$ cat src/hdl/asp_pkg.sv
// ----------------------------------------------------------------------------
// asp_pkg
// Shared widths, codes and item types of the Atkin prime sieve engine.
// ----------------------------------------------------------------------------
package asp_pkg;

  // Bitmap depth and derived widths
  localparam int MAX_LIMIT = 65536;
  localparam int ADDR_W    = $clog2(MAX_LIMIT);
  localparam int LIM_W     = ADDR_W + 1;
  localparam int ROOT_W    = ADDR_W / 2 + 1;
  localparam int N_W       = LIM_W + 3;
  localparam int CNT_W     = LIM_W;
  localparam int MIN_LIMIT = 6;

  // First number that the bitmap decides on its own
  localparam int FIRST_MARK = 5;

  // Command codes
  localparam logic CMD_COMPUTE = 1'b0;
  localparam logic CMD_QUERY   = 1'b1;

  // Status codes
  localparam logic [1:0] ST_OK       = 2'd0;
  localparam logic [1:0] ST_RANGE    = 2'd1;
  localparam logic [1:0] ST_NO_SIEVE = 2'd2;

  typedef struct packed {
    logic              command;
    logic [ADDR_W-1:0] number;
  } in_item_t;

  typedef struct packed {
    logic             is_prime;
    logic [CNT_W-1:0] prime_count;
    logic [1:0]       status;
  } out_item_t;

  // One access to the bitmap: one read and one write address per cycle
  typedef struct packed {
    logic [ADDR_W-1:0] rd_addr;
    logic              we;
    logic [ADDR_W-1:0] wr_addr;
    logic              wr_data;
  } bm_req_t;

endpackage

$ cat src/hdl/asp_alu.sv
// ----------------------------------------------------------------------------
// asp_alu
// Shared add/subtract unit with a bound compare on the result.
// ----------------------------------------------------------------------------
module asp_alu import asp_pkg::*; (
  input  logic [N_W-1:0] a_i,
  input  logic [N_W-1:0] b_i,
  input  logic [N_W-1:0] bound_i,
  input  logic           sub_i,
  output logic [N_W-1:0] sum_o,
  output logic           lt_o
);

  // One wide add or subtract, then compare against the bound
  assign sum_o = sub_i ? (a_i - b_i) : (a_i + b_i);
  assign lt_o  = (sum_o < bound_i);

endmodule

$ cat src/hdl/asp_engine.sv
// ----------------------------------------------------------------------------
// asp_engine
// Sieve sequencer: root search, bitmap clear, quadratic toggles, square-free
// pass and prime count, all stepped through the shared add/compare unit.
// ----------------------------------------------------------------------------
module asp_engine import asp_pkg::*; (
  input  logic             clk_i,
  input  logic             rst_ni,
  input  logic             start_i,
  input  logic [LIM_W-1:0] lim_i,
  output logic             done_o,
  output logic [CNT_W-1:0] count_o,
  output bm_req_t          bm_req_o,
  input  logic             rd_bit_i
);

  typedef enum logic [3:0] {
    E_IDLE, E_ROOT, E_CLEAR, E_XY, E_FLIP, E_SQRD, E_SQCHK, E_SQINIT,
    E_SQCLR, E_CNT, E_CNTEND, E_DONE
  } state_e;

  // Square of a residue, mod 12
  function automatic logic [3:0] sq_mod12(input logic [3:0] r);
    logic [3:0] v;
    unique case (r)
      4'd0, 4'd6:                v = 4'd0;
      4'd1, 4'd5, 4'd7, 4'd11:   v = 4'd1;
      4'd2, 4'd4, 4'd8, 4'd10:   v = 4'd4;
      4'd3, 4'd9:                v = 4'd9;
      default:                   v = 4'd0;
    endcase
    return v;
  endfunction

  // Small value mod 12 by repeated compare and subtract
  function automatic logic [3:0] mod12(input logic [5:0] v);
    logic [5:0] t;
    t = v;
    for (int i = 0; i < 4; i++) begin
      if (t >= 6'd12) t = t - 6'd12;
    end
    return t[3:0];
  endfunction

  state_e            state_q;
  logic [LIM_W-1:0]  lim_q;
  logic [ROOT_W-1:0] root_q;
  logic [N_W-1:0]    sq_q;
  logic [ROOT_W-1:0] x_q, y_q, sn_q;
  logic [3:0]        x12_q, y12_q;
  logic [N_W-1:0]    x3_q, x4_q, yy_q;
  logic [1:0]        k_q;
  logic [N_W-1:0]    n_q, a_q, m_q;
  logic              m_ok_q;
  logic              pend_q;
  logic [CNT_W-1:0]  cnt_q;

  logic [N_W-1:0]      alu_a, alu_b, alu_sum;
  logic                alu_sub, alu_lt;
  logic [3:0]          rx, ry, r4, r3, r3m;
  logic                match, qualify;
  logic                step_xy, step_sn;
  logic [2*ROOT_W-1:0] sq_prod;
  logic [N_W-1:0]      lim_ext;

  assign lim_ext = N_W'(lim_q);
  assign sq_prod = sn_q * sn_q;

  // Residues of the candidates mod 12
  assign rx  = sq_mod12(x12_q);
  assign ry  = sq_mod12(y12_q);
  assign r4  = mod12({rx, 2'b00} + {2'b00, ry});
  assign r3  = mod12({1'b0, rx, 1'b0} + {2'b00, rx} + {2'b00, ry});
  assign r3m = mod12({1'b0, rx, 1'b0} + {2'b00, rx} + 6'd12 - {2'b00, ry});

  always_comb begin
    unique case (k_q)
      2'd0:    match = (r4 == 4'd1) || (r4 == 4'd5);
      2'd1:    match = (r3 == 4'd7);
      default: match = (r3m == 4'd11) && (x_q > y_q);
    endcase
  end

  assign qualify = alu_lt && match;
  assign step_xy = ((state_q == E_XY) && !qualify) || (state_q == E_FLIP);
  assign step_sn = ((state_q == E_SQCHK) && !rd_bit_i) ||
                   ((state_q == E_SQCLR) && !m_ok_q);

  // Operand select for the shared unit
  always_comb begin
    alu_a   = '0;
    alu_b   = '0;
    alu_sub = 1'b0;
    unique case (state_q)
      E_ROOT: begin
        alu_a = lim_ext;
      end
      E_CLEAR, E_CNT: begin
        alu_a = a_q;
        alu_b = N_W'(1);
      end
      E_XY: begin
        alu_a   = (k_q == 2'd0) ? x4_q : x3_q;
        alu_b   = yy_q;
        alu_sub = (k_q == 2'd2);
      end
      E_SQINIT: begin
        alu_a = sq_q;
      end
      E_SQCLR: begin
        alu_a = m_q;
        alu_b = sq_q;
      end
      default: begin
        alu_a = '0;
      end
    endcase
  end

  // Root search compares the limit against the running square
  asp_alu u_alu (
    .a_i     (alu_a),
    .b_i     (alu_b),
    .bound_i ((state_q == E_ROOT) ? sq_q : lim_ext),
    .sub_i   (alu_sub),
    .sum_o   (alu_sum),
    .lt_o    (alu_lt)
  );

  // Bitmap access of each state
  always_comb begin
    bm_req_o = '0;
    unique case (state_q)
      E_CLEAR: begin
        bm_req_o.we      = 1'b1;
        bm_req_o.wr_addr = a_q[ADDR_W-1:0];
        bm_req_o.wr_data = 1'b0;
      end
      E_XY: begin
        bm_req_o.rd_addr = alu_sum[ADDR_W-1:0];
      end
      E_FLIP: begin
        bm_req_o.we      = 1'b1;
        bm_req_o.wr_addr = n_q[ADDR_W-1:0];
        bm_req_o.wr_data = ~rd_bit_i;
      end
      E_SQRD: begin
        bm_req_o.rd_addr = ADDR_W'(sn_q);
      end
      E_SQCLR: begin
        bm_req_o.we      = m_ok_q;
        bm_req_o.wr_addr = m_q[ADDR_W-1:0];
        bm_req_o.wr_data = 1'b0;
      end
      E_CNT: begin
        bm_req_o.rd_addr = a_q[ADDR_W-1:0];
      end
      default: begin
        bm_req_o.we = 1'b0;
      end
    endcase
  end

  // Sequencer
  always_ff @(posedge clk_i or negedge rst_ni) begin
    if (!rst_ni) begin
      state_q <= E_IDLE;
      lim_q   <= '0;
      root_q  <= '0;
      sq_q    <= '0;
      x_q     <= '0;
      y_q     <= '0;
      sn_q    <= '0;
      x12_q   <= '0;
      y12_q   <= '0;
      x3_q    <= '0;
      x4_q    <= '0;
      yy_q    <= '0;
      k_q     <= '0;
      n_q     <= '0;
      a_q     <= '0;
      m_q     <= '0;
      m_ok_q  <= 1'b0;
      pend_q  <= 1'b0;
      cnt_q   <= '0;
    end else begin
      pend_q <= (state_q == E_CNT);
      if (pend_q && rd_bit_i) begin
        cnt_q <= cnt_q + CNT_W'(1);
      end

      unique case (state_q)
        E_IDLE: begin
          if (start_i) begin
            lim_q   <= lim_i;
            root_q  <= '0;
            sq_q    <= N_W'(1);
            state_q <= E_ROOT;
          end
        end
        // Grow the root while (root+1)^2 does not exceed the limit
        E_ROOT: begin
          if (alu_lt) begin
            a_q     <= '0;
            state_q <= E_CLEAR;
          end else begin
            root_q <= root_q + ROOT_W'(1);
            sq_q   <= sq_q + N_W'({root_q, 1'b0}) + N_W'(3);
          end
        end
        // Zero every entry below the limit
        E_CLEAR: begin
          if (alu_lt) begin
            a_q <= alu_sum;
          end else begin
            x_q     <= '0;
            y_q     <= '0;
            x12_q   <= '0;
            y12_q   <= '0;
            x3_q    <= '0;
            x4_q    <= '0;
            yy_q    <= '0;
            k_q     <= '0;
            state_q <= E_XY;
          end
        end
        E_XY: begin
          if (qualify) begin
            n_q     <= alu_sum;
            state_q <= E_FLIP;
          end
        end
        // The loop step below picks the next state
        E_FLIP: begin
        end
        E_SQRD: begin
          state_q <= E_SQCHK;
        end
        E_SQCHK: begin
          if (rd_bit_i) begin
            sq_q    <= N_W'(sq_prod);
            state_q <= E_SQINIT;
          end
        end
        E_SQINIT: begin
          m_q     <= alu_sum;
          m_ok_q  <= alu_lt;
          state_q <= E_SQCLR;
        end
        E_SQCLR: begin
          if (m_ok_q) begin
            m_q    <= alu_sum;
            m_ok_q <= alu_lt;
          end
        end
        E_CNT: begin
          if (alu_lt) begin
            a_q <= alu_sum;
          end else begin
            state_q <= E_CNTEND;
          end
        end
        E_CNTEND: begin
          state_q <= E_DONE;
        end
        E_DONE: begin
          state_q <= E_IDLE;
        end
        default: begin
          state_q <= E_IDLE;
        end
      endcase

      // Advance candidate, then y, then x of the quadratic pass
      if (step_xy) begin
        if (k_q != 2'd2) begin
          k_q     <= k_q + 2'd1;
          state_q <= E_XY;
        end else begin
          k_q <= '0;
          if (y_q == root_q) begin
            y_q   <= '0;
            y12_q <= '0;
            yy_q  <= '0;
            if (x_q == root_q) begin
              if (root_q < ROOT_W'(FIRST_MARK)) begin
                a_q     <= N_W'(FIRST_MARK);
                cnt_q   <= CNT_W'(2);
                state_q <= E_CNT;
              end else begin
                sn_q    <= ROOT_W'(FIRST_MARK);
                state_q <= E_SQRD;
              end
            end else begin
              x_q     <= x_q + ROOT_W'(1);
              x12_q   <= (x12_q == 4'd11) ? 4'd0 : x12_q + 4'd1;
              x3_q    <= x3_q + N_W'({x_q, 2'b00}) + N_W'({x_q, 1'b0}) + N_W'(3);
              x4_q    <= x4_q + N_W'({x_q, 3'b000}) + N_W'(4);
              state_q <= E_XY;
            end
          end else begin
            y_q     <= y_q + ROOT_W'(1);
            y12_q   <= (y12_q == 4'd11) ? 4'd0 : y12_q + 4'd1;
            yy_q    <= yy_q + N_W'({y_q, 1'b0}) + N_W'(1);
            state_q <= E_XY;
          end
        end
      end

      // Advance to the next square candidate or start the count
      if (step_sn) begin
        if (sn_q == root_q) begin
          a_q     <= N_W'(FIRST_MARK);
          cnt_q   <= CNT_W'(2);
          state_q <= E_CNT;
        end else begin
          sn_q    <= sn_q + ROOT_W'(1);
          state_q <= E_SQRD;
        end
      end
    end
  end

  assign done_o  = (state_q == E_DONE);
  assign count_o = cnt_q;

endmodule
$ cat config.mk
export PLATFORM = sky130hd
export DESIGN_NAME = asp_engine
export DESIGN_NICKNAME = d
export VERILOG_FILES = /design/src/hdl/asp_pkg.sv /design/src/hdl/asp_alu.sv /design/src/hdl/asp_engine.sv
export SDC_FILE = /design/constraint.sdc
export NUM_CORES = 1
export LEC_CHECK = 0
export BUFFER_PORTS_ARGS = -buffer_cell sky130_fd_sc_hd__buf_2
export CORE_UTILIZATION = 45
export DETAILED_ROUTE_END_ITERATION = 10
export SYNTH_ARGS = -nofsm -noshare
export SYNTH_HDL_FRONTEND = slang
export SYNTH_HIERARCHICAL = 1
export SYNTH_SLANG_ARGS = --single-unit
$ cat constraint.sdc
create_clock -name clk_i -period 7.63 [get_ports clk_i]
set_input_delay 1.1445 -clock clk_i [delete_from_list [all_inputs] [get_ports clk_i]]
set_output_delay 1.1445 -clock clk_i [all_outputs]
set_load 0.03 [all_outputs]
==> out/results.tsv <==
stage	metric	value	unit
grt	grt_pass1_vias	17400	
synth	seq_area_frac_synth	0.276	
layout	drive_gt1_frac	0.133	
worst_setup_path	critPathRequiredTime	8060	ps
die	fp.dieW	214	um
layout	design_area	22500	um^2
worst_setup_path	endpoint_kind	register	
synth	syn-instance-count	2383	
die	start_util	0.456	
grt	grt_max_degree	81	
synth	synth_area_leaders	dfrtp_1 (28%), ha_1 (11%), nand2_1 (6.3%), fa_1 (5.0%), xnor2_1 (4.4%)	
cts	cts_root_buffer	clkbuf_16	
synth	yosys.area.top_type	dfrtp_1	
grt	top_usage_layer	met2	
grt	antenna_found_initial	1	
sta	max_freq	137	MHz
route	postRouteWirelength	60.0	mm
sta	whs	481	ps
cts	numClockSinks	222	
synth	synth_edf_count	0	
place	post-place-cells	3001	
cts	clockBufferDepth	3	
layout	antennaDiodeCount	0	
run	cap_violations	0	
grt	globalRouteMet2Util	0.422	
sta	fin_crit_sh	0.956	
die	dieArea	45600	um^2
layout	final_cells	3054	
place	placed_area	21400	um^2
place	io_buffer_count	72	
die	io_pins	73	
worst_setup_path	path_class	reg -> reg	
grt	grt_overflow_total	0	
sta	slew_headroom	0.288	
die	rows	77	
route	drc	0	
place	place.gp.congestion	0.935	
worst_hold_path	hold_class	reg -> reg	
die	core	44200	um^2
grt	track_usage	0.266	
place	hpwlAfterDp	45.7	mm
grt	use_met3	0.0453	
route	antenna_left	0	
cts	cts_max_level	1	
cts	clkTransAtPathRegs	60	ps
die	die_h	214	um
layout	fill_cells	4155	
synth	async_flop_share	1.00	
worst_setup_path	arrival	7720	ps
synth	avgSynthCellArea	8.46	um^2
synth	syn_area	20200	um^2
layout	area_growth	11.7	%
sta	worst_pin_slew	1070	ps
sta	final_hold_viol_count	0	
sta	clock_skew	18.0	ps
worst_setup_path	crit_fanout	26	
route	first_pass_iters	8	
synth	synth.top_cell.area_share	0.276	
synth	synthFlopType	dfrtp_1	
cts	hold_buffers	0	
grt	grt_pass1_wl	95.4	mm
sta	setup_violations	0	
synth	synthesis.nets	2629	
synth	ys_warn_count	6	
route	drt_iter0_markers	1419	
grt	met1_usage	0.366	
sta	fin_ws	335	ps
route	routed-via-count	17800	
layout	layout_commonest_cell	nand2_1	
cts	cts_buffers	26	
place	place_ws	86.0	ps
cts	clock_latency	550	ps
sta	min_period	7300	ps
worst_setup_path	crit_path_start_kind	register	
cts	cts_tree	done	
status	status	finished clean	
sta	drv_slew	0	
route	routedWlPerCell	19.7	um
route	avgViaCountPerCell	5.83	
layout	nNetsFinal	2688	
synth	synth-seq-cells	222	
synth	synth_cell_types	105	
layout	final_cell_mix	nand2_1 (336), dfrtp_1 (217), ha_1 (172)	
## critical path: stages, from the launching register on
cell and delay, ps:
dfrtp_2 440, ha_2 220, ha_1 170, nor2b_1 140
or2_4 290, fa_2 570, inv_1 60, ha_1 310
a21o_1 220, a311o_1 360, a221oi_4 400, xnor2_2 120
ha_1 220, or4_1 520, o311ai_1 130, nand2_1 150
ha_1 250, nand3b_1 250, mux2_2 320, ha_1 170
or2_2 300, or2_1 230, o211ai_2 320, a211oi_4 130
o21ai_1 330, o21ai_4 120, buf_12 180, a211o_1 230
## flip-flops by register name, summed over array words and instances (netlist names)
name     cells
a_q         20
m_q         20
sq_q        20
x3_q        20
x4_q        20
yy_q        20
count_o     17
lim_q       17
n_q         16
root_q       9
sn_q         9
x_q          9
y_q          9
state_q      4
x12_q        4
y12_q        4
k_q          2
m_ok_q       1
pend_q       1
## Yosys cell counts (16+ instances only)
cell	n
fa_1	50
o31ai_1	19
a21o_1	25
a22oi_1	41
buf_1	16
o21ai_0	121
dfrtp_1	222
o211ai_1	25
clkbuf_1	82
nor3_1	43
and3_1	29
nand3_1	107
mux2i_1	32
nand4_1	31
xor2_1	57
nand2_1	336
nor2_1	126
and2_1	33
a31oi_1	16
o21bai_1	31
a222oi_1	22
nand2b_1	28
a21oi_1	134
a22o_1	33
ha_1	175
mux2_2	34
inv_1	168
xnor2_1	101
## through the flow
stage | setup TNS [ps] | utilization
after floorplan | 0 | -
after global placement | 0 | 0.485
after detailed placement | 0 | 0.485
after CTS | 0 | 0.506
after global routing | -4.86 | 0.509
final | 0 | 0.509
## repair_timing
item                                    CTS  global route
resized for setup                         0            30
setup buffers                             0             5
endpoints found under the setup margin    0           152
## worst paths after layout
check	slack [ps]	endpoint	depth (start not counted)	start
hold / removal	480	x4_q[19]	1	x4_q[19]
setup reg to reg	330	count_o[1]	27	y12_q[0]
min in group asynchronous	570	count_o[11]	1	rst_ni
setup / recovery	330	count_o[1]	27	y12_q[0]
hold reg to reg	480	x4_q[19]	1	x4_q[19]
max in group asynchronous	5510	state_q[2]	2	rst_ni
## cells by family (layout without fill, tap and decap cells)
logic type	count (synthesis)	count (layout)	share of synthesized area
DFF	222	222	0.276
adders and majority gates	225	225	0.158
AOI/OAI and AO/OA	581	581	0.198
buffers and inverters	297	376	0.0595
xor gates and xnor gates	162	162	0.0722
muxes	77	77	0.0429
and+or+nand+nor	819	819	0.193
## layer usage
metal	share of wire	wire, um
met5	0.00022	13
met4	0.036	2180
met3	0.059	3550
met2	0.45	27200
met1	0.45	27100
## final cells by class
cell class                      count  area (um^2)  area share
Multi-Input combinational cell   1864        13600       0.603
Sequential cell                   222         5560       0.247
Timing Repair Buffer              157         1070      0.0476
Clock buffer                       35          766      0.0340
Tap cell                          592          741      0.0329
Inverter                          171          642      0.0285
Clock inverter                     13          151     0.00672
Power is not shown: default switching activity piles up to over one toggle a cycle in this logic, so the estimate is an artifact.
